===== config.mk =====
export PLATFORM = sky130hd
export DESIGN_NAME = lcd_nibble_command_sequencer_top_flat
export DESIGN_NICKNAME = d
export VERILOG_FILES = /design/src/rtl/lcdseq_pkg.sv /design/src/rtl/lcdseq_if.sv /design/src/rtl/lcd_nibble_command_sequencer_top.sv /design/src/flat_wrapper.sv
export SDC_FILE = /design/constraint.sdc
export NUM_CORES = 1
export LEC_CHECK = 0
export BUFFER_PORTS_ARGS = -buffer_cell sky130_fd_sc_hd__clkbuf_2
export CORE_MARGIN = 2
export CORE_UTILIZATION = 40
export CTS_CLUSTER_DIAMETER = 60
export DETAILED_ROUTE_END_ITERATION = 10
export PLACE_DENSITY = 0.71
export SLEW_MARGIN = 20
export SYNTH_ARGS = -nofsm -noshare
export SYNTH_HDL_FRONTEND = slang
export SYNTH_SLANG_ARGS = --single-unit

===== constraint.sdc =====
create_clock -name clock -period 3.5 [get_ports clock]
set_input_delay 0.175 -clock clock [delete_from_list [all_inputs] [get_ports clock]]
set_output_delay 0.175 -clock clock [all_outputs]
set_load 0.05 [all_outputs]

===== src/rtl/lcdseq_pkg.sv =====
// ----------------------------------------------------------------------------
// LCD sequencer package
// Request codes, microcode word format and the microcode program.
// ----------------------------------------------------------------------------
package lcdseq_pkg;

   localparam int unsigned DelayWidth = 16;
   localparam int unsigned PcWidth    = 5;

   localparam logic [DelayWidth-1:0] INIT_LONG_US  = 16'd4200;
   localparam logic [DelayWidth-1:0] INIT_SHORT_US = 16'd120;

   localparam logic [DelayWidth-1:0] RST_DATA_DELAY  = 16'd50;
   localparam logic [DelayWidth-1:0] RST_CMD_DELAY   = 16'd50;
   localparam logic [DelayWidth-1:0] RST_CLEAR_DELAY = 16'd1500;
   localparam logic [DelayWidth-1:0] RST_POWER_WAIT  = 16'd15000;

   localparam logic [7:0] CURSOR_BASE = 8'h80;

   typedef enum logic [1:0] {
      FN_INIT   = 2'd0,
      FN_CHAR   = 2'd1,
      FN_CLEAR  = 2'd2,
      FN_CURSOR = 2'd3
   } func_type;

   typedef enum logic [1:0] {
      CSR_DATA_DELAY  = 2'd0,
      CSR_CMD_DELAY   = 2'd1,
      CSR_CLEAR_DELAY = 2'd2,
      CSR_POWER_WAIT  = 2'd3
   } csr_index_type;

   typedef enum logic {
      ST_IDLE,
      ST_RUN
   } seq_state_type;

   typedef enum logic [1:0] {
      NS_CONST,
      NS_OP_HI,
      NS_OP_LO
   } nib_sel_type;

   typedef enum logic [2:0] {
      SS_LONG,
      SS_SHORT,
      SS_DATA,
      SS_CMD,
      SS_CLEAR
   } settle_sel_type;

   typedef struct packed {
      nib_sel_type    nib_sel;
      logic [3:0]     nib;
      logic           rs;
      logic           power_wait;
      settle_sel_type settle_sel;
      logic           last;
   } ucode_word_type;

   // entry points
   localparam logic [PcWidth-1:0] PC_INIT   = 5'd0;
   localparam logic [PcWidth-1:0] PC_CHAR   = 5'd14;
   localparam logic [PcWidth-1:0] PC_CLEAR  = 5'd16;
   localparam logic [PcWidth-1:0] PC_CURSOR = 5'd18;

   function automatic logic [PcWidth-1:0] entry_pc(input func_type fn);
      logic [PcWidth-1:0] pc;
      unique case (fn)
         FN_INIT:   pc = PC_INIT;
         FN_CHAR:   pc = PC_CHAR;
         FN_CLEAR:  pc = PC_CLEAR;
         FN_CURSOR: pc = PC_CURSOR;
         default:   pc = PC_INIT;
      endcase
      return pc;
   endfunction

   function automatic ucode_word_type mk(input nib_sel_type sel, input logic [3:0] nib,
                                         input logic rs, input logic pw,
                                         input settle_sel_type ss, input logic last);
      ucode_word_type w;
      w.nib_sel    = sel;
      w.nib        = nib;
      w.rs         = rs;
      w.power_wait = pw;
      w.settle_sel = ss;
      w.last       = last;
      return w;
   endfunction

   function automatic ucode_word_type ucode_rom(input logic [PcWidth-1:0] pc);
      ucode_word_type w;
      unique case (pc)
         // initialization
         5'd0:    w = mk(NS_CONST, 4'h3, 1'b0, 1'b1, SS_LONG,  1'b0);
         5'd1:    w = mk(NS_CONST, 4'h3, 1'b0, 1'b0, SS_SHORT, 1'b0);
         5'd2:    w = mk(NS_CONST, 4'h3, 1'b0, 1'b0, SS_SHORT, 1'b0);
         5'd3:    w = mk(NS_CONST, 4'h2, 1'b0, 1'b0, SS_SHORT, 1'b0);
         5'd4:    w = mk(NS_CONST, 4'h2, 1'b0, 1'b0, SS_CMD,   1'b0);
         5'd5:    w = mk(NS_CONST, 4'h8, 1'b0, 1'b0, SS_CMD,   1'b0);
         5'd6:    w = mk(NS_CONST, 4'h0, 1'b0, 1'b0, SS_CMD,   1'b0);
         5'd7:    w = mk(NS_CONST, 4'h8, 1'b0, 1'b0, SS_CMD,   1'b0);
         5'd8:    w = mk(NS_CONST, 4'h0, 1'b0, 1'b0, SS_CLEAR, 1'b0);
         5'd9:    w = mk(NS_CONST, 4'h1, 1'b0, 1'b0, SS_CLEAR, 1'b0);
         5'd10:   w = mk(NS_CONST, 4'h0, 1'b0, 1'b0, SS_CMD,   1'b0);
         5'd11:   w = mk(NS_CONST, 4'h6, 1'b0, 1'b0, SS_CMD,   1'b0);
         5'd12:   w = mk(NS_CONST, 4'h0, 1'b0, 1'b0, SS_CMD,   1'b0);
         5'd13:   w = mk(NS_CONST, 4'hC, 1'b0, 1'b0, SS_CMD,   1'b1);
         // character write
         5'd14:   w = mk(NS_OP_HI, 4'h0, 1'b1, 1'b0, SS_DATA,  1'b0);
         5'd15:   w = mk(NS_OP_LO, 4'h0, 1'b1, 1'b0, SS_DATA,  1'b1);
         // clear
         5'd16:   w = mk(NS_CONST, 4'h0, 1'b0, 1'b0, SS_CLEAR, 1'b0);
         5'd17:   w = mk(NS_CONST, 4'h1, 1'b0, 1'b0, SS_CLEAR, 1'b1);
         // cursor move
         5'd18:   w = mk(NS_OP_HI, 4'h0, 1'b0, 1'b0, SS_CMD,   1'b0);
         5'd19:   w = mk(NS_OP_LO, 4'h0, 1'b0, 1'b0, SS_CMD,   1'b1);
         default: w = mk(NS_CONST, 4'h0, 1'b0, 1'b0, SS_CMD,   1'b1);
      endcase
      return w;
   endfunction

endpackage


===== src/rtl/lcdseq_if.sv =====
// ----------------------------------------------------------------------------
// LCD sequencer channels
// Request and transfer channels with valid/ready handshake.
// ----------------------------------------------------------------------------
interface lcdseq_req_if;
   logic       valid;
   logic       ready;
   logic [1:0] func;
   logic [7:0] char_code;
   logic       row;
   logic [5:0] col;

   modport source (output valid, func, char_code, row, col, input ready);
   modport sink   (input valid, func, char_code, row, col, output ready);
endinterface

interface lcdseq_rsp_if;
   logic        valid;
   logic        ready;
   logic [3:0]  nibble;
   logic        rs;
   logic [15:0] wait_before_us;
   logic [15:0] settle_us;
   logic        last;

   modport source (output valid, nibble, rs, wait_before_us, settle_us, last, input ready);
   modport sink   (input valid, nibble, rs, wait_before_us, settle_us, last, output ready);
endinterface


===== src/rtl/lcd_nibble_command_sequencer_top.sv =====
// A request is registered into the step counter, then its first transfer into
// the output register. Throughput: one transfer per cycle while the sink is ready,
// from a microcode step counter; a new request is accepted only once the last
// transfer of the previous one is loaded. A stalled sink holds the step.
// Reset (synchronous): sequencer idle, output empty, delay registers to defaults.
// ----------------------------------------------------------------------------
// LCD nibble command sequencer
// Microcoded sequencer that turns display requests into 4-bit transfers.
// ----------------------------------------------------------------------------
module lcd_nibble_command_sequencer_top (
   input  logic                           clock,
   input  logic                           reset,
   lcdseq_req_if.sink                     req_bus,
   lcdseq_rsp_if.source                   rsp_bus,
   input  logic                           csr_we,
   input  logic [1:0]                     csr_index,
   input  logic [lcdseq_pkg::DelayWidth-1:0] csr_wdata
);
   import lcdseq_pkg::*;

   seq_state_type             state_ff, state_in;
   logic [PcWidth-1:0]        pc_ff, pc_in;
   logic [7:0]                operand_ff, operand_in;
   logic [DelayWidth-1:0]     data_delay_ff, cmd_delay_ff, clear_delay_ff, power_wait_ff;
   logic                      rsp_valid_ff, rsp_valid_in;
   logic [3:0]                rsp_nibble_ff, rsp_nibble_in;
   logic                      rsp_rs_ff, rsp_rs_in;
   logic [DelayWidth-1:0]     rsp_wait_ff, rsp_wait_in;
   logic [DelayWidth-1:0]     rsp_settle_ff, rsp_settle_in;
   logic                      rsp_last_ff, rsp_last_in;
   ucode_word_type            word;
   logic                      req_take;
   logic                      load_out;

   assign word     = ucode_rom(pc_ff);
   assign req_take = req_bus.valid && req_bus.ready;

   // configuration registers
   always_ff @(posedge clock) begin
      if (reset) begin
         data_delay_ff  <= RST_DATA_DELAY;
         cmd_delay_ff   <= RST_CMD_DELAY;
         clear_delay_ff <= RST_CLEAR_DELAY;
         power_wait_ff  <= RST_POWER_WAIT;
      end else if (csr_we) begin
         unique case (csr_index_type'(csr_index))
            CSR_DATA_DELAY:  data_delay_ff  <= csr_wdata;
            CSR_CMD_DELAY:   cmd_delay_ff   <= csr_wdata;
            CSR_CLEAR_DELAY: clear_delay_ff <= csr_wdata;
            CSR_POWER_WAIT:  power_wait_ff  <= csr_wdata;
            default: ;
         endcase
      end
   end

   // next state
   always_comb begin
      state_in = state_ff;
      unique case (state_ff)
         ST_IDLE: if (req_take) state_in = ST_RUN;
         ST_RUN:  if (load_out && word.last) state_in = ST_IDLE;
         default: state_in = ST_IDLE;
      endcase
   end

   // outputs of the state machine
   always_comb begin
      req_bus.ready = 1'b0;
      load_out      = 1'b0;
      unique case (state_ff)
         ST_IDLE: req_bus.ready = 1'b1;
         ST_RUN:  load_out = !rsp_valid_ff || rsp_bus.ready;
         default: ;
      endcase
   end

   // step counter and operand
   always_comb begin
      pc_in      = pc_ff;
      operand_in = operand_ff;
      if (req_take) begin
         pc_in = entry_pc(func_type'(req_bus.func));
         if (func_type'(req_bus.func) == FN_CURSOR) begin
            operand_in = CURSOR_BASE + {1'b0, req_bus.row, 6'b0} + {2'b0, req_bus.col};
         end else begin
            operand_in = req_bus.char_code;
         end
      end else if (load_out && !word.last) begin
         pc_in = pc_ff + 1'b1;
      end
   end

   // datapath driven by the control word
   always_comb begin
      rsp_nibble_in = rsp_nibble_ff;
      rsp_rs_in     = rsp_rs_ff;
      rsp_wait_in   = rsp_wait_ff;
      rsp_settle_in = rsp_settle_ff;
      rsp_last_in   = rsp_last_ff;
      rsp_valid_in  = rsp_valid_ff && !rsp_bus.ready;
      if (load_out) begin
         rsp_valid_in = 1'b1;
         rsp_rs_in    = word.rs;
         rsp_last_in  = word.last;
         rsp_wait_in  = word.power_wait ? power_wait_ff : '0;
         case (word.nib_sel)
            NS_OP_HI: rsp_nibble_in = operand_ff[7:4];
            NS_OP_LO: rsp_nibble_in = operand_ff[3:0];
            default:  rsp_nibble_in = word.nib;
         endcase
         case (word.settle_sel)
            SS_LONG:  rsp_settle_in = INIT_LONG_US;
            SS_SHORT: rsp_settle_in = INIT_SHORT_US;
            SS_DATA:  rsp_settle_in = data_delay_ff;
            SS_CLEAR: rsp_settle_in = clear_delay_ff;
            default:  rsp_settle_in = cmd_delay_ff;
         endcase
      end
   end

   always_ff @(posedge clock) begin
      if (reset) begin
         state_ff     <= ST_IDLE;
         rsp_valid_ff <= 1'b0;
         pc_ff        <= '0;
      end else begin
         state_ff     <= state_in;
         rsp_valid_ff <= rsp_valid_in;
         pc_ff        <= pc_in;
      end
   end

   always_ff @(posedge clock) begin
      operand_ff    <= operand_in;
      rsp_nibble_ff <= rsp_nibble_in;
      rsp_rs_ff     <= rsp_rs_in;
      rsp_wait_ff   <= rsp_wait_in;
      rsp_settle_ff <= rsp_settle_in;
      rsp_last_ff   <= rsp_last_in;
   end

   assign rsp_bus.valid          = rsp_valid_ff;
   assign rsp_bus.nibble         = rsp_nibble_ff;
   assign rsp_bus.rs             = rsp_rs_ff;
   assign rsp_bus.wait_before_us = rsp_wait_ff;
   assign rsp_bus.settle_us      = rsp_settle_ff;
   assign rsp_bus.last           = rsp_last_ff;

`ifndef SYNTHESIS
   a_req_starts_run: assert property (@(posedge clock) disable iff (reset)
      req_take |=> state_ff == ST_RUN)
      else $error("request accepted but sequencer not running");

   a_pc_in_program: assert property (@(posedge clock) disable iff (reset)
      state_ff == ST_RUN |-> pc_ff <= PC_CURSOR + 5'd1)
      else $error("step counter outside program");

   a_wait_only_init: assert property (@(posedge clock) disable iff (reset)
      rsp_valid_ff && rsp_wait_ff != '0 |-> rsp_nibble_ff == 4'h3 && !rsp_rs_ff)
      else $error("wait on a transfer other than the first init transfer");

   a_no_load_while_idle: assert property (@(posedge clock) disable iff (reset)
      state_ff == ST_IDLE |-> !load_out)
      else $error("transfer loaded while idle");
`endif

endmodule

===== src/flat_wrapper.sv =====
// flat-port wrapper written by rule: the top's interface ports become plain ports
module lcd_nibble_command_sequencer_top_flat import lcdseq_pkg::*;
  (clock, reset, csr_we, csr_index, csr_wdata, req_bus_valid, req_bus_func, req_bus_char_code, req_bus_row, req_bus_col, req_bus_ready, rsp_bus_valid, rsp_bus_nibble, rsp_bus_rs, rsp_bus_wait_before_us, rsp_bus_settle_us, rsp_bus_last, rsp_bus_ready);
  lcdseq_req_if req_bus_i ();
  lcdseq_rsp_if rsp_bus_i ();
  input  logic clock;
  input  logic reset;
  input  logic csr_we;
  input  logic [1:0] csr_index;
  input  logic [lcdseq_pkg::DelayWidth-1:0] csr_wdata;
  input wire logic [$bits(req_bus_i.valid)-1:0] req_bus_valid;
  input wire logic [$bits(req_bus_i.func)-1:0] req_bus_func;
  input wire logic [$bits(req_bus_i.char_code)-1:0] req_bus_char_code;
  input wire logic [$bits(req_bus_i.row)-1:0] req_bus_row;
  input wire logic [$bits(req_bus_i.col)-1:0] req_bus_col;
  output wire logic [$bits(req_bus_i.ready)-1:0] req_bus_ready;
  output wire logic [$bits(rsp_bus_i.valid)-1:0] rsp_bus_valid;
  output wire logic [$bits(rsp_bus_i.nibble)-1:0] rsp_bus_nibble;
  output wire logic [$bits(rsp_bus_i.rs)-1:0] rsp_bus_rs;
  output wire logic [$bits(rsp_bus_i.wait_before_us)-1:0] rsp_bus_wait_before_us;
  output wire logic [$bits(rsp_bus_i.settle_us)-1:0] rsp_bus_settle_us;
  output wire logic [$bits(rsp_bus_i.last)-1:0] rsp_bus_last;
  input wire logic [$bits(rsp_bus_i.ready)-1:0] rsp_bus_ready;
  assign req_bus_i.valid = req_bus_valid;
  assign req_bus_i.func = req_bus_func;
  assign req_bus_i.char_code = req_bus_char_code;
  assign req_bus_i.row = req_bus_row;
  assign req_bus_i.col = req_bus_col;
  assign req_bus_ready = req_bus_i.ready;
  assign rsp_bus_valid = rsp_bus_i.valid;
  assign rsp_bus_nibble = rsp_bus_i.nibble;
  assign rsp_bus_rs = rsp_bus_i.rs;
  assign rsp_bus_wait_before_us = rsp_bus_i.wait_before_us;
  assign rsp_bus_settle_us = rsp_bus_i.settle_us;
  assign rsp_bus_last = rsp_bus_i.last;
  assign rsp_bus_i.ready = rsp_bus_ready;
  lcd_nibble_command_sequencer_top u_core (.clock(clock), .reset(reset), .req_bus(req_bus_i), .rsp_bus(rsp_bus_i), .csr_we(csr_we), .csr_index(csr_index), .csr_wdata(csr_wdata));
endmodule

# After elaboration in Yosys (flattened, before gate mapping)
# Memories as Yosys holds them, arrays and structs flattened. A register that Yosys moved wholly into a read port is not among the register bits.
# Index checks and enable logic that the tools add are counted.
# totals
rom_bits	384
mem_count	1
inputBits	40
out_inout_bits	40
word_cells	59
regBits	117
# mem_list
name	depth	width	read_ports	rd_ports_with_merged_regs	write_ports	line_no	text
(no name shown)	32	12	1	1	0	lcdseq_pkg.sv:95	unique case (pc)
# classes
n_reduce_logical	16
bitwise	1
n_eq_ne	11
mux	14
add_sub_neg	3
# ops
op	n
one-hot mux 16 bit (4 select lines)	1
two-way mux 5 bit	4
one-hot mux 5 bit (4 select lines)	1
== test 2 bit, second input constant	5
adder 8 x 6 -> 8 bit	1
adder 8 x 7 -> 8 bit, first input constant	1
two-way mux 8 bit	1
one-hot mux 4 bit (2 select lines)	1
AND reduction 2 bit	4
== test 2 x 1 -> 1 bit, second input constant	3
adder 5 x 1 -> 5 bit, second input constant	1
two-way mux 1 bit	5
logical AND 1 bit	4
zero test 2 bit	2
== test 3 x 1 -> 1 bit, second input constant	1
== test 3 x 2 -> 1 bit, second input constant	1
== test 3 bit, second input constant	1
zero test 1 bit	3
zero test 3 bit	1
one-hot mux 1 bit (2 select lines)	1
nonzero test 2 bit	1
logical OR 1 bit	1
NOT 1 bit	1

# Longest topological paths before layout
# depth
depth_word	8
depth_mapped	10
ltp_nobuf	9

# Worst setup path after synthesis
# Ideal clock, no wire load.
# synth_timing
kind	register -> register
from	register u_core.rsp_valid_ff, in the netlist u_core.rsp_bus.valid
to	register u_core.rsp_last_ff, in the netlist u_core.rsp_bus.last, enable pin
period_less_slack_ps	2869
path_slack_ps	631
t_required_ps	3065
t_arrival_ps	2433
setup_time_ps	435
n_path_buf	1
stages_incl_launch_ff	4
path_cell_list	dfxtp_1 -> nor2b_4 -> buf_6 -> nor2_1
# synth_between
elab_chain_len	3
# synth_lines
element	line_no	text
start, declared	lcd_nibble_command_sequencer_top.sv:25	logic rsp_valid_ff, rsp_valid_in;
start signal, assigned	lcd_nibble_command_sequencer_top.sv:128	rsp_valid_ff <= rsp_valid_in;
zero test 1 bit	lcd_nibble_command_sequencer_top.sv:72	ST_RUN: load_out = !rsp_valid_ff || rsp_bus.ready;
logical OR 1 bit	lcd_nibble_command_sequencer_top.sv:72	
two-way mux 1 bit	lcd_nibble_command_sequencer_top.sv:70	unique case (state_ff)
end signal, assigned	lcd_nibble_command_sequencer_top.sv:139	rsp_last_ff <= rsp_last_in;
end, declared	lcd_nibble_command_sequencer_top.sv:30	logic rsp_last_ff, rsp_last_in;
# No other way between the ends.
# A chain may end at the register's enable or synchronous reset.

# Final worst setup path
# layout_timing
from	register u_core.rsp_valid_ff, in the netlist u_core.rsp_bus.valid
to	register, netlist name u_core.word[1]
# layout_between
elab_chain_len	7
# layout_lines
element	line_no	text
zero test 1 bit	lcd_nibble_command_sequencer_top.sv:72	
logical OR 1 bit	lcd_nibble_command_sequencer_top.sv:72	
two-way mux 1 bit	lcd_nibble_command_sequencer_top.sv:70	
logical AND 1 bit	lcd_nibble_command_sequencer_top.sv:88	end else if (load_out && !word.last) begin
nonzero test 2 bit (no line)	--	
two-way mux 5 bit (no line) (2 in series)	--	
# No other way between the ends.

==> run summary <==
The starting utilization of the core area is 41.25%. The placer congestion estimate came out at 0.9168. The fraction of the mapped netlist area in simple logic gates is 22.01%. Between clock sinks in the finished design, the worst skew comes to 0.004320 ns. Measured against the total synthesized area, the mux share comes to 1.907%. The delay contributed by the slowest stage of the critical path is 0.38 ns. The worst setup path is captured at a flip-flop.

For this run, design rule violations remaining after detail routing come to 0. The number of distinct library cells after synthesis is 56. The adder and majority gate portion of the synthesized area came out at 0.9537%. The proportion of register bits with asynchronous set or reset after synthesis came out at 0%.

The relative max-transition margin is 28.27%. TritonCTS built the clock tree. The final net count is 665. The post-detailed-route count of antenna-violating nets is 0. The summed instance area of the synthesized netlist came out at 5248 sq um.

The total global routing track utilization is 18.24%. The number of CTS-inserted buffers came out at 17. The sequential fraction of the synthesis area came out at 57.99%.

Summed over its instances, the top area cell type makes up 31.66% of the synthesized netlist area. The number of diodes added for antenna fixing is 0. The via count of the first global-routing pass is 4,148. After clock tree synthesis, the flow added hold-fix buffers numbering 0. The area of the placeable core came out at 12,720 sq um.

In this run switching power makes up 29.20% of total power. The share of power burned in the clock network is 39.8%. The wire length per cell after detailed routing came out at 15.27 microns. The fraction of final layout cells sized beyond drive strength 1 came out at 22.40%. The share of total power in sequential cells came out at 44.8%. The total of max-cap violations came out at 0. The overall via count from detail_route is 4,228.

The number of cell rows came out at 41. Yosys printed 0 warnings. The net count after synthesis is 593. The full die area came out at 14,050 sq um. The sum of net half-perimeters after detailed placement is 8170 microns.

The worst min-delay path class is in -> reg. By area, the combinational part of the netlist is dominated by simple AND/OR/NAND/NOR gates. In the post-synthesis netlist, the biggest area contributors are dfxtp_1 (32%), edfxtp_1 (26%), nand2_1 (10%).

For the worst-skew pair, the clock arrives at the later sink with an insertion delay of 0.41 ns. Synthesis inferred 129 register bits. Prior to clock tree synthesis, the placed netlist has a worst setup slack of 1.255 ns.

The post-cts sizing count came out at 0. The final setup slack of the worst path is 1.235 ns. The leakage power total came out at 0.002497 uW. The per-instance average area after synthesis is 9.558 sq um. Clock tree synthesis selected as its root buffer the cell clkbuf_16. The post-route fraction of the period consumed by the critical path is 64.72%. The final worst hold slack is 0.02191 ns. The maximum count of clock buffers along a single path is 2. The final number of max-transition violations was 0.

The slowest stage of the critical path belongs to the cell nor3_1. The setup total negative slack is 0 ns. The width of the chip is 118.5 microns. Power spread over the standard cell area amounts to 619.0 nW/um^2. The number of cells after detailed placement came out at 774. The synthesized design spends more area on one cell type than any other, namely dfxtp_1. Data on the critical path arrives at its endpoint at 2.56 ns.

The number of top-level pins came out at 80. For this block, the routed nets add up to 12,300 microns of wire. The number of antenna violations at the first check in global routing is 0. The first global-routing pass estimated 20,200 microns of wire.

The run finished with clean final reports. The first detailed-routing pass took 6 iterations. The analysis attributes to net switching a power of 1138 uW. Walking the worst path, the cells encountered are or2b_2, nand3_1, mux2_2, nor3_1, inv_1, ha_1, o21ai_0, o2bb2ai_1. The required time of the worst setup path came out at 3.80 ns. The area growth from synthesis to layout came out at 20.03%. The global-route congestion overflow total came out at 0.

The final critical-path required period came out at 2.265 ns. The highest net fanout along the worst path came out at 4. The H-tree depth came out at 4. The number of instances in the synthesized netlist came out at 549.

For the pin with the worst max-slew slack, the measured transition is 1.076 ns. The xor and xnor area share after synthesis came out at 0.1669%. For this block, the initial DRC count from the detailed router was 414. CTS saw 129 sinks. The height of the die came out at 118.5 microns. The number of cells in the finished layout apart from fillers is 806. The ratio of routed vias to standard cells came out at 5.246. For this run, the top clock speed supported by timing is 441.5 MHz.

Setup repair after global routing left no endpoint under its margin. The count of input and output buffers is 79. The sort of element at the start of the critical path is a flip-flop. The worst setup path is of the reg -> reg kind. The worst-case IR drop observed on VDD is 0.3338 mV.

The number of setup buffers added after CTS is 0. The combinational fraction of design power is 15.4%. The setup-violating endpoint count in the final report came out at 0. The final number of hold-violating endpoints is 0. After clock tree synthesis, the clock-pin slew on the worst setup and hold paths is 0.06 ns. The internal power of the cells totals 2760 uW. The number of enable flip-flop cells after synthesis came out at 46. Entering global routing, the biggest net connects 36 pins.

The prevailing post-synth register cell is dfxtp_1. Summing the areas of all compound-gate instances in the mapped netlist gives 13.40% of the synthesized area.
[synthesized netlist by cell type, types with 3 or more instances]
master and count:
a21oi_1 53, o21a_1 12, inv_1 8, nor2_1 36, o21ai_0 5, a21o_1 4
and2_1 17, ha_1 4, a221o_1 3, nand2_1 144, mux2_2 8, nand3_1 24
clkbuf_1 23, edfxtp_1 46, dfxtp_1 83, buf_1 6, nand2b_1 6, o22ai_1 12
a22oi_1 4, nor3_1 4
[power groups by stage]
| stage | Clock, uW | Combinational (uW) | Sequential [uW] |
|---|---|---|---|
| 4_1_cts | 1570 | 603 | 1750 |
| 3_5_place_dp | 0 | 600 | 1780 |
| 3_3_place_gp | 0 | 589 | 1770 |
| 2_1_floorplan | 0 | 321 | 1890 |
| 6_report | 1550 | 601 | 1750 |
| 5_1_grt | 1650 | 650 | 1760 |
[final timing paths]
check                          to  cells after the start                  from  slack [ns]
min reg2reg     u_core.rsp_bus.rs                      0        u_core.word[5]        0.42
min          u_core.operand_ff[7]                      2  req_bus_char_code[7]        0.02
max                u_core.word[1]                      8  u_core.rsp_bus.valid        1.23
max reg2reg        u_core.word[1]                      8  u_core.rsp_bus.valid        1.23
[cell families after synthesis]
group           count (synthesis)
fa+ha+maj                       4
xor+xnor                        1
compound gates                110
simple gates                  253
mux                             9
buf+inv                        43
flops                         129
[worst max-delay path, delay by kind of cell (launching register included)]
family | cells | cell delay (ns)
simple gates | 3 | 0.81
fa+ha+maj | 1 | 0.28
mux | 1 | 0.37
flops | 1 | 0.34
compound gates | 2 | 0.25
buf+inv | 1 | 0.09
[flip-flops by register name, summed over array words and instances (netlist names), 4 cells and up]
name and flops:
u_core.rsp_bus.settle_us 16, u_core.clear_delay_ff 16, u_core.pc_ff 5, u_core.rsp_bus.nibble 4, u_core.rsp_bus.wait_before_us 16, u_core.operand_ff 8
u_core.data_delay_ff 16, u_core.cmd_delay_ff 16, u_core.power_wait_ff 16, u_core.word 12
[cell usage in the layout, fill, tap and decap left out, types with 4 or more instances in the layout]
| cell | Yosys | layout |
|---|---|---|
| a22oi_1 | 4 | 4 |
| ha_1 | 4 | 4 |
| o21a_1 | 12 | 12 |
| o21ai_0 | 5 | 5 |
| inv_1 | 8 | 8 |
| mux2_2 | 8 | 8 |
| clkinv_4 | 2 | 6 |
| and2_1 | 17 | 17 |
| a21oi_1 | 53 | 53 |
| nor3_1 | 4 | 4 |
| nor2_1 | 36 | 35 |
| a21o_1 | 4 | 4 |
| nand2b_1 | 6 | 6 |
| dfxtp_1 | 83 | 83 |
| clkbuf_2 | 1 | 79 |
| o22ai_1 | 12 | 12 |
| nand2_1 | 144 | 144 |
| clkbuf_16 | 0 | 17 |
| clkinvlp_4 | 0 | 4 |
| edfxtp_1 | 46 | 46 |
| nand3_1 | 24 | 24 |
| buf_4 | 0 | 6 |
[stage by stage]
step | util [%] | cell area, sq um | total power (uW)
after floorplan | - | 5248 | 2207
after global placement | 45.39 | 5774 | 2364
after detailed placement | 45.39 | 5774 | 2377
after CTS | 49.51 | 6299 | 3922
after global routing | 49.51 | 6299 | 4056
final | 49.51 | 6299 | 3899
[cell type report]
cell class	instances	area, sq um
sequential	129	3043
clock buffer	19	432.9
timing repair buffer	85	440.4
clock inverter	13	91.34
fill	1193	6424
inverter	11	51.30
multi-input combinational	377	2024
tap	172	215.2
[metal layers]
metal,vias up,routed length (microns),global-route usage (%)
met3,24,919,5.695
li1,2037,-,-
met4,0,316,9.077
met5,-,0,0
met2,179,5960,28.95
met1,1988,5107,22.38
No activity file was read; power rests on OpenSTA's default activity.
